[src/hw/rtl/bia_pkg.sv]
// Package: sizes, codes and helpers of the bitmap id allocator.
`default_nettype none
package bia_pkg;

   localparam int NUM_IDS = 256;
   localparam int ID_BASE = 256;

   // request and response field widths
   localparam int MODE_W = 1;
   localparam int PRIO_W = 3;
   localparam int ID_W   = 9;
   localparam int STAT_W = 2;

   localparam logic [MODE_W-1:0] MODE_ALLOC = 1'b0;
   localparam logic [MODE_W-1:0] MODE_FREE  = 1'b1;
   localparam logic [PRIO_W-1:0] PRIO_MIN   = 3'd1;
   localparam logic [PRIO_W-1:0] PRIO_MAX   = 3'd4;

   // bitmap organization: 32-bit words
   localparam int WORD_W     = 32;
   localparam int BIT_W      = 5;
   localparam int NUM_WORDS  = (NUM_IDS + WORD_W - 1) / WORD_W;
   localparam int WORD_IDX_W = (NUM_WORDS > 1) ? $clog2(NUM_WORDS) : 1;
   localparam int CUR_W      = $clog2(NUM_IDS + 1);
   localparam int ID_SUM_RAW = $clog2(ID_BASE + NUM_IDS + 1);
   localparam int ID_SUM_W   = (ID_SUM_RAW > ID_W) ? ID_SUM_RAW : ID_W + 1;

   typedef enum logic [STAT_W-1:0] {
      ST_OK       = 2'd0,
      ST_BAD_PRIO = 2'd1,
      ST_FULL     = 2'd2,
      ST_BAD_ID   = 2'd3
   } status_type;

   typedef enum logic [2:0] {
      S_IDLE,
      S_CHECK,
      S_READ,
      S_MODIFY,
      S_RESULT
   } state_type;

   // command to the word unit
   typedef struct packed {
      logic search;   // pick the lowest free bit instead of the target bit
      logic set;      // set the chosen bit, else clear it
   } op_type;

   // bits past the end of the pool read as used
   function automatic logic [WORD_W-1:0] pad_mask(input logic [WORD_IDX_W-1:0] word_idx);
      logic [WORD_W-1:0] mask;
      mask = '0;
      for (int i = 0; i < WORD_W; i++) begin
         mask[i] = ((int'(word_idx) * WORD_W + i) >= NUM_IDS);
      end
      return mask;
   endfunction

endpackage
`default_nettype wire

[src/hw/rtl/bia_ifs.sv]
// Request and response channel interfaces of the id allocator.
`default_nettype none
interface bia_req_if;
   logic                        valid;
   logic                        ready;
   logic [bia_pkg::MODE_W-1:0]  mode;
   logic [bia_pkg::PRIO_W-1:0]  priority_req;
   logic [bia_pkg::ID_W-1:0]    free_id;

   modport source (output valid, mode, priority_req, free_id, input ready);
   modport sink   (input valid, mode, priority_req, free_id, output ready);
endinterface

interface bia_rsp_if;
   logic                        valid;
   logic                        ready;
   logic [bia_pkg::STAT_W-1:0]  status;
   logic [bia_pkg::ID_W-1:0]    granted_id;
   logic [bia_pkg::PRIO_W-1:0]  granted_priority;

   modport source (output valid, status, granted_id, granted_priority, input ready);
   modport sink   (input valid, status, granted_id, granted_priority, output ready);
endinterface
`default_nettype wire

[src/hw/rtl/bia_ram.sv]
// Generic single-write, single-read RAM with registered read data.
`default_nettype none
module bia_ram #(
   parameter int WIDTH  = 32,
   parameter int DEPTH  = 8,
   parameter int ADDR_W = (DEPTH > 1) ? $clog2(DEPTH) : 1
) (
   input  wire logic              clock,
   input  wire logic              wr_en,
   input  wire logic [ADDR_W-1:0] wr_addr,
   input  wire logic [WIDTH-1:0]  wr_data,
   input  wire logic              rd_en,
   input  wire logic [ADDR_W-1:0] rd_addr,
   output logic      [WIDTH-1:0]  rd_data
);

   logic [WIDTH-1:0] mem_ff [DEPTH];

   always_ff @(posedge clock) begin
      if (wr_en) begin
         mem_ff[wr_addr] <= wr_data;
      end
      if (rd_en) begin
         rd_data <= mem_ff[rd_addr];
      end
   end

endmodule
`default_nettype wire

[src/hw/rtl/bia_word_unit.sv]
// Shared word unit: find the lowest free bit or take the target bit, then set or clear that bit.
`default_nettype none
module bia_word_unit (
   input  wire logic [bia_pkg::WORD_W-1:0] word,
   input  wire bia_pkg::op_type            op,
   input  wire logic [bia_pkg::BIT_W-1:0]  target_bit,
   output logic      [bia_pkg::WORD_W-1:0] word_out,
   output logic                            hit,
   output logic      [bia_pkg::BIT_W-1:0]  bit_idx
);

   logic [bia_pkg::WORD_W-1:0] free_bits;
   logic [bia_pkg::WORD_W-1:0] lowest;
   logic [bia_pkg::BIT_W-1:0]  found_idx;
   logic [bia_pkg::WORD_W-1:0] bit_mask;

   // isolate the lowest free bit, then encode it
   always_comb begin
      free_bits = ~word;
      lowest    = free_bits & (bia_pkg::WORD_W'(0) - free_bits);
      found_idx = '0;
      for (int i = 0; i < bia_pkg::WORD_W; i++) begin
         if (lowest[i]) begin
            found_idx = found_idx | bia_pkg::BIT_W'(i);
         end
      end
   end

   always_comb begin
      hit      = op.search ? (|free_bits) : 1'b1;
      bit_idx  = op.search ? found_idx : target_bit;
      bit_mask = bia_pkg::WORD_W'(1) << bit_idx;
      word_out = op.set ? (word | bit_mask) : (word & ~bit_mask);
   end

endmodule
`default_nettype wire

[src/hw/rtl/bitmap_id_allocator.sv]
// Top level of the bitmap id allocator: sequencer, bitmap RAM and word unit.
//
//   channel | dir | fields                                  | handshake
//   req_if  | in  | mode, priority_req, free_id             | valid/ready
//   rsp_if  | out | status, granted_id, granted_priority    | valid/ready
//
// One request is in work at a time; req_if.ready is high only when idle.
// From accept to response valid: a bad priority or bad id goes CHECK, RESULT;
// a bump grant or a free goes CHECK, READ, MODIFY, RESULT; a bitmap scan repeats
// READ and MODIFY for at most NUM_WORDS words: one RAM read and one word unit pass per word.
// The response register holds a stalled result; only the load into it waits.
// Synchronous reset clears the row valid bits, bump cursor and control state.
`default_nettype none
module bitmap_id_allocator (
   input  wire logic  clock,
   input  wire logic  reset,
   bia_req_if.sink    req_if,
   bia_rsp_if.source  rsp_if
);

   localparam int WIW = bia_pkg::WORD_IDX_W;

   bia_pkg::state_type state_ff, state_in;

   // latched request
   logic [bia_pkg::MODE_W-1:0] mode_ff, mode_in;
   logic [bia_pkg::PRIO_W-1:0] prio_ff, prio_in;
   logic [bia_pkg::ID_W-1:0]   fid_ff, fid_in;

   // work registers
   logic [bia_pkg::CUR_W-1:0]  cursor_ff, cursor_in;
   logic [WIW-1:0]             word_addr_ff, word_addr_in;
   logic [bia_pkg::BIT_W-1:0]  bit_ff, bit_in;
   bia_pkg::op_type            op_ff, op_in;
   logic                       bump_ff, bump_in;
   logic [bia_pkg::NUM_WORDS-1:0] row_valid_ff, row_valid_in;

   // staged result
   bia_pkg::status_type        res_status_ff, res_status_in;
   logic [bia_pkg::ID_W-1:0]   res_id_ff, res_id_in;
   logic [bia_pkg::PRIO_W-1:0] res_prio_ff, res_prio_in;

   // response register
   logic                       rsp_valid_ff, rsp_valid_in;
   logic [bia_pkg::STAT_W-1:0] rsp_status_ff, rsp_status_in;
   logic [bia_pkg::ID_W-1:0]   rsp_id_ff, rsp_id_in;
   logic [bia_pkg::PRIO_W-1:0] rsp_prio_ff, rsp_prio_in;

   // RAM and word unit
   logic                         ram_wr_en, ram_rd_en;
   logic [bia_pkg::WORD_W-1:0]   ram_rd_data, ram_wr_data;
   logic [bia_pkg::WORD_W-1:0]   word_eff;
   logic                         unit_hit;
   logic [bia_pkg::BIT_W-1:0]    unit_bit;

   // decode helpers
   logic                         req_fire, rsp_fire, out_free;
   logic [bia_pkg::ID_SUM_W-1:0] fid_ext, fid_off, grant_sum;
   logic                         id_in_range, prio_ok, bump_live, last_word;

   always_comb begin
      req_fire    = req_if.valid && req_if.ready;
      rsp_fire    = rsp_valid_ff && rsp_if.ready;
      out_free    = !rsp_valid_ff || rsp_if.ready;
      fid_ext     = bia_pkg::ID_SUM_W'(fid_ff);
      fid_off     = fid_ext - bia_pkg::ID_SUM_W'(bia_pkg::ID_BASE);
      id_in_range = (fid_ext >= bia_pkg::ID_SUM_W'(bia_pkg::ID_BASE)) &&
                    (fid_ext < bia_pkg::ID_SUM_W'(bia_pkg::ID_BASE + bia_pkg::NUM_IDS));
      prio_ok     = (prio_ff >= bia_pkg::PRIO_MIN) && (prio_ff <= bia_pkg::PRIO_MAX);
      bump_live   = cursor_ff < bia_pkg::CUR_W'(bia_pkg::NUM_IDS);
      last_word   = word_addr_ff == WIW'(bia_pkg::NUM_WORDS - 1);
      // a row never written reads as all free; bits past the pool read as used
      word_eff    = (row_valid_ff[word_addr_ff] ? ram_rd_data : '0) |
                    bia_pkg::pad_mask(word_addr_ff);
      grant_sum   = bia_pkg::ID_SUM_W'(bia_pkg::ID_BASE) +
                    bia_pkg::ID_SUM_W'({word_addr_ff, unit_bit});
   end

   bia_ram #(
      .WIDTH (bia_pkg::WORD_W),
      .DEPTH (bia_pkg::NUM_WORDS)
   ) u_map_ram (
      .clock   (clock),
      .wr_en   (ram_wr_en),
      .wr_addr (word_addr_ff),
      .wr_data (ram_wr_data),
      .rd_en   (ram_rd_en),
      .rd_addr (word_addr_ff),
      .rd_data (ram_rd_data)
   );

   bia_word_unit u_word_unit (
      .word       (word_eff),
      .op         (op_ff),
      .target_bit (bit_ff),
      .word_out   (ram_wr_data),
      .hit        (unit_hit),
      .bit_idx    (unit_bit)
   );

   // next state
   always_comb begin
      state_in = state_ff;
      case (state_ff)
         bia_pkg::S_IDLE: begin
            if (req_fire) begin
               state_in = bia_pkg::S_CHECK;
            end
         end
         bia_pkg::S_CHECK: begin
            if (mode_ff == bia_pkg::MODE_FREE) begin
               state_in = id_in_range ? bia_pkg::S_READ : bia_pkg::S_RESULT;
            end else begin
               state_in = prio_ok ? bia_pkg::S_READ : bia_pkg::S_RESULT;
            end
         end
         bia_pkg::S_READ: begin
            state_in = bia_pkg::S_MODIFY;
         end
         bia_pkg::S_MODIFY: begin
            // keep scanning while the word is full and words remain
            if (!unit_hit && !last_word) begin
               state_in = bia_pkg::S_READ;
            end else begin
               state_in = bia_pkg::S_RESULT;
            end
         end
         bia_pkg::S_RESULT: begin
            if (out_free) begin
               state_in = bia_pkg::S_IDLE;
            end
         end
         default: begin
            state_in = bia_pkg::S_IDLE;
         end
      endcase
   end

   // outputs and data path registers
   always_comb begin
      req_if.ready  = 1'b0;
      ram_rd_en     = 1'b0;
      ram_wr_en     = 1'b0;
      mode_in       = mode_ff;
      prio_in       = prio_ff;
      fid_in        = fid_ff;
      cursor_in     = cursor_ff;
      word_addr_in  = word_addr_ff;
      bit_in        = bit_ff;
      op_in         = op_ff;
      bump_in       = bump_ff;
      row_valid_in  = row_valid_ff;
      res_status_in = res_status_ff;
      res_id_in     = res_id_ff;
      res_prio_in   = res_prio_ff;
      rsp_valid_in  = rsp_fire ? 1'b0 : rsp_valid_ff;
      rsp_status_in = rsp_status_ff;
      rsp_id_in     = rsp_id_ff;
      rsp_prio_in   = rsp_prio_ff;

      case (state_ff)
         bia_pkg::S_IDLE: begin
            req_if.ready = 1'b1;
            if (req_fire) begin
               mode_in = req_if.mode;
               prio_in = req_if.priority_req;
               fid_in  = req_if.free_id;
            end
         end
         bia_pkg::S_CHECK: begin
            res_id_in   = '0;
            res_prio_in = '0;
            bump_in     = 1'b0;
            if (mode_ff == bia_pkg::MODE_FREE) begin
               res_status_in = bia_pkg::ST_BAD_ID;
               word_addr_in  = WIW'(fid_off >> bia_pkg::BIT_W);
               bit_in        = fid_off[bia_pkg::BIT_W-1:0];
               op_in         = '{search: 1'b0, set: 1'b0};
            end else if (!prio_ok) begin
               res_status_in = bia_pkg::ST_BAD_PRIO;
            end else if (bump_live) begin
               // bump phase: grant the cursor slot
               word_addr_in = WIW'(cursor_ff >> bia_pkg::BIT_W);
               bit_in       = bia_pkg::BIT_W'(cursor_ff);
               op_in        = '{search: 1'b0, set: 1'b1};
               bump_in      = 1'b1;
            end else begin
               // scan phase: start at word zero
               word_addr_in = '0;
               op_in        = '{search: 1'b1, set: 1'b1};
            end
         end
         bia_pkg::S_READ: begin
            ram_rd_en = 1'b1;
         end
         bia_pkg::S_MODIFY: begin
            if (unit_hit) begin
               ram_wr_en                  = 1'b1;
               row_valid_in[word_addr_ff] = 1'b1;
               res_status_in              = bia_pkg::ST_OK;
               if (bump_ff) begin
                  cursor_in = cursor_ff + bia_pkg::CUR_W'(1);
               end
               if (op_ff.set) begin
                  res_id_in   = grant_sum[bia_pkg::ID_W-1:0];
                  res_prio_in = prio_ff;
               end
            end else if (last_word) begin
               res_status_in = bia_pkg::ST_FULL;
            end else begin
               word_addr_in = word_addr_ff + WIW'(1);
            end
         end
         bia_pkg::S_RESULT: begin
            if (out_free) begin
               rsp_valid_in  = 1'b1;
               rsp_status_in = res_status_ff;
               rsp_id_in     = res_id_ff;
               rsp_prio_in   = res_prio_ff;
            end
         end
         default: begin
            req_if.ready = 1'b0;
         end
      endcase
   end

   always_ff @(posedge clock) begin
      if (reset) begin
         state_ff     <= bia_pkg::S_IDLE;
         cursor_ff    <= '0;
         row_valid_ff <= '0;
         rsp_valid_ff <= 1'b0;
      end else begin
         state_ff     <= state_in;
         cursor_ff    <= cursor_in;
         row_valid_ff <= row_valid_in;
         rsp_valid_ff <= rsp_valid_in;
      end
   end

   // payload, no reset
   always_ff @(posedge clock) begin
      mode_ff       <= mode_in;
      prio_ff       <= prio_in;
      fid_ff        <= fid_in;
      word_addr_ff  <= word_addr_in;
      bit_ff        <= bit_in;
      op_ff         <= op_in;
      bump_ff       <= bump_in;
      res_status_ff <= res_status_in;
      res_id_ff     <= res_id_in;
      res_prio_ff   <= res_prio_in;
      rsp_status_ff <= rsp_status_in;
      rsp_id_ff     <= rsp_id_in;
      rsp_prio_ff   <= rsp_prio_in;
   end

   always_comb begin
      rsp_if.valid            = rsp_valid_ff;
      rsp_if.status           = rsp_status_ff;
      rsp_if.granted_id       = rsp_id_ff;
      rsp_if.granted_priority = rsp_prio_ff;
   end

endmodule
`default_nettype wire

[src/flat_wrapper.sv]
// flat-port wrapper written by rule: the top's interface ports become plain ports
module bitmap_id_allocator_flat 
  (clock, reset, req_if_valid, req_if_mode, req_if_priority_req, req_if_free_id, req_if_ready, rsp_if_valid, rsp_if_status, rsp_if_granted_id, rsp_if_granted_priority, rsp_if_ready);
  bia_req_if req_if_i ();
  bia_rsp_if rsp_if_i ();
  input  wire logic clock;
  input  wire logic reset;
  input wire logic [$bits(req_if_i.valid)-1:0] req_if_valid;
  input wire logic [$bits(req_if_i.mode)-1:0] req_if_mode;
  input wire logic [$bits(req_if_i.priority_req)-1:0] req_if_priority_req;
  input wire logic [$bits(req_if_i.free_id)-1:0] req_if_free_id;
  output wire logic [$bits(req_if_i.ready)-1:0] req_if_ready;
  output wire logic [$bits(rsp_if_i.valid)-1:0] rsp_if_valid;
  output wire logic [$bits(rsp_if_i.status)-1:0] rsp_if_status;
  output wire logic [$bits(rsp_if_i.granted_id)-1:0] rsp_if_granted_id;
  output wire logic [$bits(rsp_if_i.granted_priority)-1:0] rsp_if_granted_priority;
  input wire logic [$bits(rsp_if_i.ready)-1:0] rsp_if_ready;
  assign req_if_i.valid = req_if_valid;
  assign req_if_i.mode = req_if_mode;
  assign req_if_i.priority_req = req_if_priority_req;
  assign req_if_i.free_id = req_if_free_id;
  assign req_if_ready = req_if_i.ready;
  assign rsp_if_valid = rsp_if_i.valid;
  assign rsp_if_status = rsp_if_i.status;
  assign rsp_if_granted_id = rsp_if_i.granted_id;
  assign rsp_if_granted_priority = rsp_if_i.granted_priority;
  assign rsp_if_i.ready = rsp_if_ready;
  bitmap_id_allocator u_core (.clock(clock), .reset(reset), .req_if(req_if_i), .rsp_if(rsp_if_i));
endmodule
[config.mk]
export PLATFORM = sky130hd
export DESIGN_NAME = bitmap_id_allocator_flat
export DESIGN_NICKNAME = d
export VERILOG_FILES = /design/src/hw/rtl/bia_pkg.sv /design/src/hw/rtl/bia_ifs.sv /design/src/hw/rtl/bia_ram.sv /design/src/hw/rtl/bia_word_unit.sv /design/src/hw/rtl/bitmap_id_allocator.sv /design/src/flat_wrapper.sv
export SDC_FILE = /design/constraint.sdc
export NUM_CORES = 1
export LEC_CHECK = 0
export BUFFER_PORTS_ARGS = -buffer_cell sky130_fd_sc_hd__buf_2
export CORE_ASPECT_RATIO = 2
export CORE_MARGIN = 2
export CORE_UTILIZATION = 60
export CTS_CLUSTER_SIZE = 40
export DETAILED_ROUTE_END_ITERATION = 12
export MAX_ROUTING_LAYER = met4
export PLACE_DENSITY = 0.77
export SLEW_MARGIN = 20
export SYNTH_ARGS = -nofsm -noshare
export SYNTH_HDL_FRONTEND = slang
export SYNTH_HIERARCHICAL = 1
export SYNTH_SLANG_ARGS = --single-unit
[constraint.sdc]
create_clock -name clock -period 17.2 [get_ports clock]
set_clock_uncertainty 0.05 [all_clocks]
set_input_delay 0.86 -clock clock [delete_from_list [all_inputs] [get_ports clock]]
set_output_delay 0.86 -clock clock [all_outputs]
set_load 0.01 [all_outputs]
==> results summary, run 1 <==
In the layout the commonest cells are sky130_fd_sc_hd__edfxtp_1 (340), sky130_fd_sc_hd__mux2_2 (58), sky130_fd_sc_hd__nor2_1 (56). After the first detailed-routing iteration, the DRC count stood at 707. The TritonCTS clock tree is done.

From left edge to right edge, the die measures 116 µm. The summed instance area of the synthesized netlist is 15000 µm². CTS built an H-tree with a depth of 1.

In the finished design, the share of the clock period the worst path needs comes to 0.355. The number of gates resized after CTS is 0. The final cell utilization of the core came out at 0.668. After routing the design area is 16600 µm².

The clock passes through at most 3 buffers. The net count after synthesis came out at 865. The most critical setup path has its startpoint at u_core/word_addr_ff[0]$_DFFE_PP_. The routed layout has 7709 vias.

The count of state elements after synthesis came out at 361. The instance count after placement with tap cells included is 1183. The overall global routing resource usage is 0.242. The routability-driven placement congestion ratio came out at 0.971. The worst setup path is launched from a flip-flop. After technology mapping, the gate count stands at 845. The routed wire length per instance came out at 24.3 µm. The sequential fraction of the synthesis area came out at 0.707. In this run the count of I/O pins placed on the die edge is 33. The worst setup path is captured at a flip-flop. For this run, global-route usage on met1 was measured as 0.329. The worst path meets setup with 11.10 ns of slack. Buffers inserted to repair hold after CTS numbered 0.

The total power is 1.77 mW. Setup repair after global routing left no endpoint under its margin. The non-filler instance count after layout came out at 1237.

The number of antenna diodes came out at 0. The arrival time of the worst setup path came out at 6.30 ns. The top flip-flop cell by instance count after synthesis is sky130_fd_sc_hd__edfxtp_1. The initial core utilization is 0.606. The pin count of the biggest net entering global routing is 78. For this run the aggregate overflow at the end of global routing stands at 0.

The critical path required time is 17.40 ns. The power per cell area came out at 107 nW/µm². The worst register-to-register path ends at u_core/u_map_ram/mem_ff[6][3]$_DFFE_PP_. The max-capacitance violation count came out at 0.

The count of clock tree sinks is 361. The startpoint of the worst hold path is u_core/res_id_ff[3]$_SDFFCE_PP0P_. For this run, asynchronously set or reset flops after synthesis account for 0. The flow ran to the end, and the final reports show no timing, DRC or antenna violations. The largest individual stage delay along the critical path comes from the cell sky130_fd_sc_hd__edfxtp_1. For this run, global-route usage on met2 was measured as 0.391. The post-synthesis area per instance came out at 17.8 µm². The leakage component of the power came out at 5.43 nW.

The area of the placeable core came out at 24800 µm². The maximum fanout count along the critical path is 63. The count of unique library cells instantiated by Yosys is 58. The combined buffer and inverter count along the critical path came out at 3. After detailed routing, the total wire length is 30.0 mm. The via count of the first global-routing pass came out at 7840.

The worst hold margin came out at 0.373 ns. The average via count per standard cell came out at 6.23. The first global-routing pass estimated 46.2 mm of wire.

Traced cell by cell, the critical path runs through buf_6 > nor3b_1 > a311o_1 > a211oi_4 > buf_4 > nor2b_1 > and4_1 > and4_4 > and4_4 > nand4_1 > and4b_1 > nand2_1 > nor2_4 > buf_16. The quantity of I/O buffers inserted on ports came out at 32. The CTS clock-pin slew for the worst setup and hold paths came out at 0.07 ns.

The fraction of final layout cells with drive strength greater than 1 is 0.212. The area of the die is 26400 µm². The Yosys warning count came out at 6. The total iterations of the first detailed-routing run is 5. The final setup TNS came out at 0 ns. Broken down by cell family, the worst path's largest delay share belongs to simple AND/OR/NAND/NOR gates. The maximum clock frequency came out at 0.164 GHz. The number of hold violations in the final report is 0. The final layout contains 901 nets. The final number of max-transition violations came to 0. The setup slack of the most critical reg-to-reg path came out at 11.10 ns.

The number of antenna violations at the first check in global routing is 0. The number of routed nets with antenna violations is 0. The library cell used most frequently in the layout, excluding fill and tap cells, is sky130_fd_sc_hd__edfxtp_1. The stage delay of the slowest cell on the critical path came out at 0.90 ns. The clock period minus final worst setup slack came out at 6.10 ns. VDD sags by at most 0.103 mV.

The library cell appearing most often on the critical path is sky130_fd_sc_hd__and4_4. In this run the most used layer during global routing was met2. The number of setup buffers added after CTS is 0. The total CTS buffers came out at 29. The insertion delay of the later-clocked pin in the worst-skew pair is 0.55 ns. In the routed design, unresolved DRC markers number 0. In this run the critical register-to-register path is launched from u_core/word_addr_ff[0]$_DFFE_PP_. At the pin with the least slew margin, the transition time is 1.09 ns. The global-route track usage on met3 came out at 0.0247. In this run the clock root is driven by a sky130_fd_sc_hd__clkbuf_16. The capture endpoint of the worst hold path is u_core/rsp_if.granted_id[3]$_DFFE_PP_. The number of filler cells placed in the layout came out at 1660. Relative to the synthesized area, the layout overhead comes to 10.3%. The start-to-end type of the worst setup path is reg -> reg. The post-place instance area is 15500 µm².

Counting instances, the worst hold path has a depth of 0. Setup violations remaining at the end of the flow were counted as 0. The number of synthesized flops with an enable pin came out at 340.

The number of cells on the worst reg-to-reg path came out at 14. In this run the tightest slew margin relative to its limit is 0.271. The pre-CTS setup slack is 10.60 ns. The overall die height came out at 228 µm. The detailed-placement wirelength estimate came out at 17.9 mm. The floorplan has 82 rows. In this run the worst hold path is classified as reg -> reg.
sequential cells by signal, summed over array words and instances, names as in the netlist:
signal and cells:
u_core/fid_ff 9, u_core/rsp_if.status 2, u_core/word_addr_ff 3, u_core/rsp_if.valid 1
u_core/row_valid_ff 8, u_core/prio_ff 3, u_core/rsp_if.granted_id 9, u_core/op_ff 2
u_core/cursor_ff 9, u_core/bump_ff 1, u_core/bit_ff 5, u_core/u_map_ram/mem_ff 256
u_core/u_map_ram/rd_data 32, u_core/state_ff 3, u_core/res_id_ff 9, u_core/res_prio_ff 3
u_core/rsp_if.granted_priority 3, u_core/res_status_ff 2, u_core/mode_ff 1
cell usage after synthesis (3+ instances only):
cell type | count | area (µm²)
sky130_fd_sc_hd__a31oi_1 | 7 | 43.8
sky130_fd_sc_hd__edfxtp_1 | 340 | 10200
sky130_fd_sc_hd__nor3_1 | 8 | 40.0
sky130_fd_sc_hd__nor2_1 | 63 | 236
sky130_fd_sc_hd__and4_1 | 6 | 52.6
sky130_fd_sc_hd__or3_1 | 3 | 18.8
sky130_fd_sc_hd__buf_1 | 4 | 15.0
sky130_fd_sc_hd__nor2b_1 | 47 | 294
sky130_fd_sc_hd__buf_6 | 7 | 78.8
sky130_fd_sc_hd__buf_2 | 12 | 60.1
sky130_fd_sc_hd__nand4_1 | 10 | 62.6
sky130_fd_sc_hd__inv_1 | 9 | 33.8
sky130_fd_sc_hd__mux2_2 | 58 | 653
sky130_fd_sc_hd__dfxtp_1 | 21 | 420
sky130_fd_sc_hd__and2_1 | 17 | 106
sky130_fd_sc_hd__mux2_1 | 11 | 124
sky130_fd_sc_hd__mux4_1 | 40 | 1050
sky130_fd_sc_hd__clkbuf_1 | 17 | 63.8
sky130_fd_sc_hd__nand3_1 | 13 | 65.1
sky130_fd_sc_hd__mux4_2 | 24 | 541
sky130_fd_sc_hd__o21ai_0 | 17 | 85.1
sky130_fd_sc_hd__ha_1 | 3 | 37.5
sky130_fd_sc_hd__xor2_1 | 8 | 70.1
sky130_fd_sc_hd__nor3b_1 | 7 | 52.6
sky130_fd_sc_hd__nand3b_1 | 4 | 30.0
sky130_fd_sc_hd__nand2_1 | 23 | 86.3
sky130_fd_sc_hd__nand2b_1 | 8 | 50.1
sky130_fd_sc_hd__a21oi_1 | 23 | 115
logic make-up after synthesis:
logic type / after synthesis / synth area share
adder cells (fa/ha/maj): 3 / 0.00250
AO/OA/AOI/OAI: 66 / 0.0295
buffers and inverters: 49 / 0.0167
flip-flops: 361 / 0.707
XOR/XNOR: 8 / 0.00466
multiplexers: 135 / 0.159
AND/OR/NAND/NOR: 223 / 0.0813
worst max-delay path by stage:
stage	end	cells after the start	slack, ns
floorplan	u_core/u_map_ram/mem_ff[0][0]$_DFFE_PP_	13	11.63
global placement	u_core/u_map_ram/mem_ff[6][30]$_DFFE_PP_	13	10.83
detailed placement	u_core/u_map_ram/mem_ff[6][30]$_DFFE_PP_	13	10.60
CTS	u_core/u_map_ram/mem_ff[6][19]$_DFFE_PP_	13	10.60
global route	u_core/u_map_ram/mem_ff[5][31]$_DFFE_PP_	14	10.74
finish	u_core/u_map_ram/mem_ff[6][3]$_DFFE_PP_	14	11.10
layout make-up:
class,instances,area (µm²),share of cell area
clock buffer,36,772,0.0465
multi-input combinational,435,4230,0.255
tap,336,420,0.0253
sequential,361,10600,0.641
inverter,9,33.8,0.00204
clock inverter,15,185,0.0112
timing repair buffer,45,314,0.0189
worst register-to-register path, stage by stage (launching register included):
cell and delay [ns]:
sky130_fd_sc_hd__edfxtp_1 0.90, sky130_fd_sc_hd__buf_6 0.68, sky130_fd_sc_hd__nor3b_1 0.16, sky130_fd_sc_hd__a311o_1 0.38
sky130_fd_sc_hd__a211oi_4 0.26, sky130_fd_sc_hd__buf_4 0.37, sky130_fd_sc_hd__nor2b_1 0.20, sky130_fd_sc_hd__and4_1 0.28
sky130_fd_sc_hd__and4_4 0.20, sky130_fd_sc_hd__and4_4 0.20, sky130_fd_sc_hd__nand4_1 0.24, sky130_fd_sc_hd__and4b_1 0.59
sky130_fd_sc_hd__nand2_1 0.36, sky130_fd_sc_hd__nor2_4 0.68, sky130_fd_sc_hd__buf_16 0.24
routing by layer:
metal	wire [µm]	share of wire	vias to the layer above
met3	1650	0.055	56
met1	11900	0.40	3958
met4	854	0.028	0
met2	15600	0.52	271
met5	0	0	-
li1	-	-	3424
report_power, final:
part	leakage, nW	internal (mW)	switching, mW
registers	3.29	0.980	0.0106
clock network	0.456	0.378	0.286
logic	1.68	0.0463	0.0675
total	5.43	1.40	0.364
No activity file was read; power rests on OpenSTA's default activity.
==> run 2, diff against run 1 <==
Clock period 17.2 ns to 5.63 ns, I/O delays scaled along.
==> results summary, run 2 (synthesis gave the netlist of run 1 again) <==
Counting along the longest clock path gives a buffer depth of 3. The multi-input combinational cells in the finished layout cover a total of 4230 µm². The final setup TNS is 0 ns.

The maximum clock frequency is 0.205 GHz. The number of filler cells placed in the layout is 1628. The switching power summed over all nets is 1.12 mW. The area of the die came out at 26400 µm². The actual slew at the worst max-slew pin is 1.06 ns. The count of buffers added on input and output ports is 32. Registers take 10600 µm². The fraction of final layout cells with drive strength greater than 1 is 0.215.

The number of antenna violations at the first check in global routing came out at 0. The arrival time of the worst setup path is 5.10 ns. After detailed placement, the design holds a cell count of 1191. CTS placed an instance of sky130_fd_sc_hd__clkbuf_16 at the clock tree root. The flow ran to the end, and the final reports show no timing, DRC or antenna violations. The top-level I/O count is 33. The routability-driven placement congestion ratio came out at 1.08. The worst path meets setup with 0.742 ns of slack.

The clock period minus final worst setup slack came out at 4.89 ns. The most frequent standard cell in the layout excluding fill and tap cells is sky130_fd_sc_hd__edfxtp_1. The initial core utilization came out at 0.606.

Of the total power, combinational logic draws 0.066. The pre-CTS setup slack is 0.783 ns. The overall die height is 228 µm. The number of routed nets with antenna violations came out at 0. The number of flip-flops in the largest register came out at 256. The post-layout net count came out at 921. Detailed placement ended at an HPWL of 17.5 mm. Clock-pin slew was measured on the worst setup and hold paths at 0.06 ns. The total power is 5.35 mW. The largest registers in the layout are u_core/u_map_ram/mem_ff x256, u_core/u_map_ram/rd_data x32. Traced cell by cell, the critical path runs through nor3b_1 > a311o_1 > a211oi_4 > buf_4 > nor2b_1 > nand4b_1 > a211oi_1 > o21ai_0 > or3_1 > a41oi_4 > nor3b_2 > nor2b_1 > mux2_1. The final number of max-transition violations came out at 0. For this design, the sink count on the clock tree is 361. The stage delay of the slowest cell on the critical path came out at 0.81 ns. Across the run, the number of max-cap violations was 0. The site row count came out at 82. Summing all placed instances gives a cell area of 15600 µm². Setup repair after global routing left no endpoint under its margin. The total of endpoints with negative setup slack in the final report is 0.

The worst hold margin is 0.0737 ns. For this design, the slowest cell found on the critical path is sky130_fd_sc_hd__a211oi_4. The element type at the critical path start is a flip-flop. The via count came out at 7867. In the final routed layout, each cell accounts on average for 23.3 µm. After routing the design area is 16700 µm². Counting buffers and inverters, the worst setup path is 13 cells deep. At the worst endpoint, the required time is 5.84 ns. The final layout contains routed wiring with a total length of 29.3 mm. The sequential cell fraction of total power came out at 0.565. Cell internal power was estimated by the tool at 4.24 mW.

The overall global routing resource usage came out at 0.236. After floorplanning, the core was sized to cover 24800 µm². The kind of cell with the highest combined delay along the critical path is compound AO/OA/AOI/OAI gates. The total iterations of the first detailed-routing run came out at 5.

The switching share of power came out at 0.208. The width of the chip is 116 µm. The wire length of the first global-routing pass is 45.6 mm. TritonCTS built the clock tree. The number of hold violations in the final report is 0. The length of routed met3 wiring is 1.79 mm.

The worst register-to-register path has a depth of 13. The final cell utilization of the core came out at 0.674. The insertion delay of the later-clocked pin in the worst-skew pair is 0.56 ns. STA classifies the critical path endpoint as a flip-flop.

The relative contribution of the clock network to total power is 0.369. The detailed-route DRC error count is 0. The initial detailed-routing violation count came out at 839. The number of levels in the clock H-tree came out at 1.

The average via count per standard cell came out at 6.25. The register with the most flip-flops is u_core/u_map_ram/mem_ff. Entering global routing, the biggest net connects 43 pins.

The total CTS buffers is 30. The highest layer touched by signal routing is met4. The area growth from synthesis to final layout came out at 11.2%. The combined buffer and inverter count along the critical path is 1.

The leakage component of the power is 5.49 nW. The post-route clock period utilization is 0.868. The via count of the first global-routing pass is 7853. The total congestion overflow came out at 0. The library cell appearing most often on the critical path is sky130_fd_sc_hd__nor2b_1. The maximum fanout count along the critical path came out at 20. The detailed-routing wirelength on met1 is 11.7 mm. Detailed routing placed a total of 15.1 mm of wire on met2. The power per cell area is 320 nW/µm². The cell count of the worst hold path came out at 2. The path type of the worst min-delay path is in -> reg. Leaving out fill and tap cells, the most frequent cells in the layout are sky130_fd_sc_hd__edfxtp_1 (340), sky130_fd_sc_hd__mux2_2 (58), sky130_fd_sc_hd__nor2_1 (56). Headroom to the max-slew limit came out at 0.294.

The start-to-end type of the worst setup path is reg -> reg. The worst IR drop on VDD came out at 0.296 mV. The number of antenna diodes in the final layout is 0. The setup fix buffers added after clock tree synthesis came out at 0. The count of cells in the finished layout, fillers not included, comes to 1259.
## run 2: worst paths after layout
| path | start | end | slack [ns] |
|---|---|---|---|
| hold / removal | reset | u_core/rsp_if.valid$_SDFF_PP0_ | 0.07 |
| setup / recovery | u_core/word_addr_ff[0]$_DFFE_PP_ | u_core/u_map_ram/mem_ff[2][5]$_DFFE_PP_ | 0.74 |
| setup reg to reg | u_core/word_addr_ff[0]$_DFFE_PP_ | u_core/u_map_ram/mem_ff[2][5]$_DFFE_PP_ | 0.74 |
| hold reg to reg | u_core/res_prio_ff[0]$_SDFFCE_PP0P_ | u_core/rsp_if.granted_priority[0]$_DFFE_PP_ | 0.37 |
## run 2: power by group through the flow
stage / sequential [mW] / clock (mW) / combinational [mW]
after global routing: 3.03 / 2.11 / 0.380
after detailed placement: 3.08 / 0 / 0.341
after CTS: 3.03 / 2.01 / 0.352
after floorplan: 3.07 / 0 / 0.265
after global placement: 3.08 / 0 / 0.331
final: 3.03 / 1.97 / 0.353
## run 2: final cells by class
cell class                      count  area share
Sequential cell                   361       0.636
Multi-Input combinational cell    435       0.253
Clock buffer                       35      0.0473
Timing Repair Buffer               64      0.0275
Tap cell                          336      0.0251
Clock inverter                     19     0.00928
Inverter                            9     0.00202
## run 2: per-layer routing
layer,up-vias,global-route usage
met5,-,-
met2,295,0.381
met3,52,0.0234
met4,0,0.0666
li1,3477,-
met1,4043,0.326
## run 2: repair_timing
action | in CTS | in global routing
endpoints found under the hold margin | 15 | 0
gates resized for setup | 0 | 0
hold buffers | 14 | 0
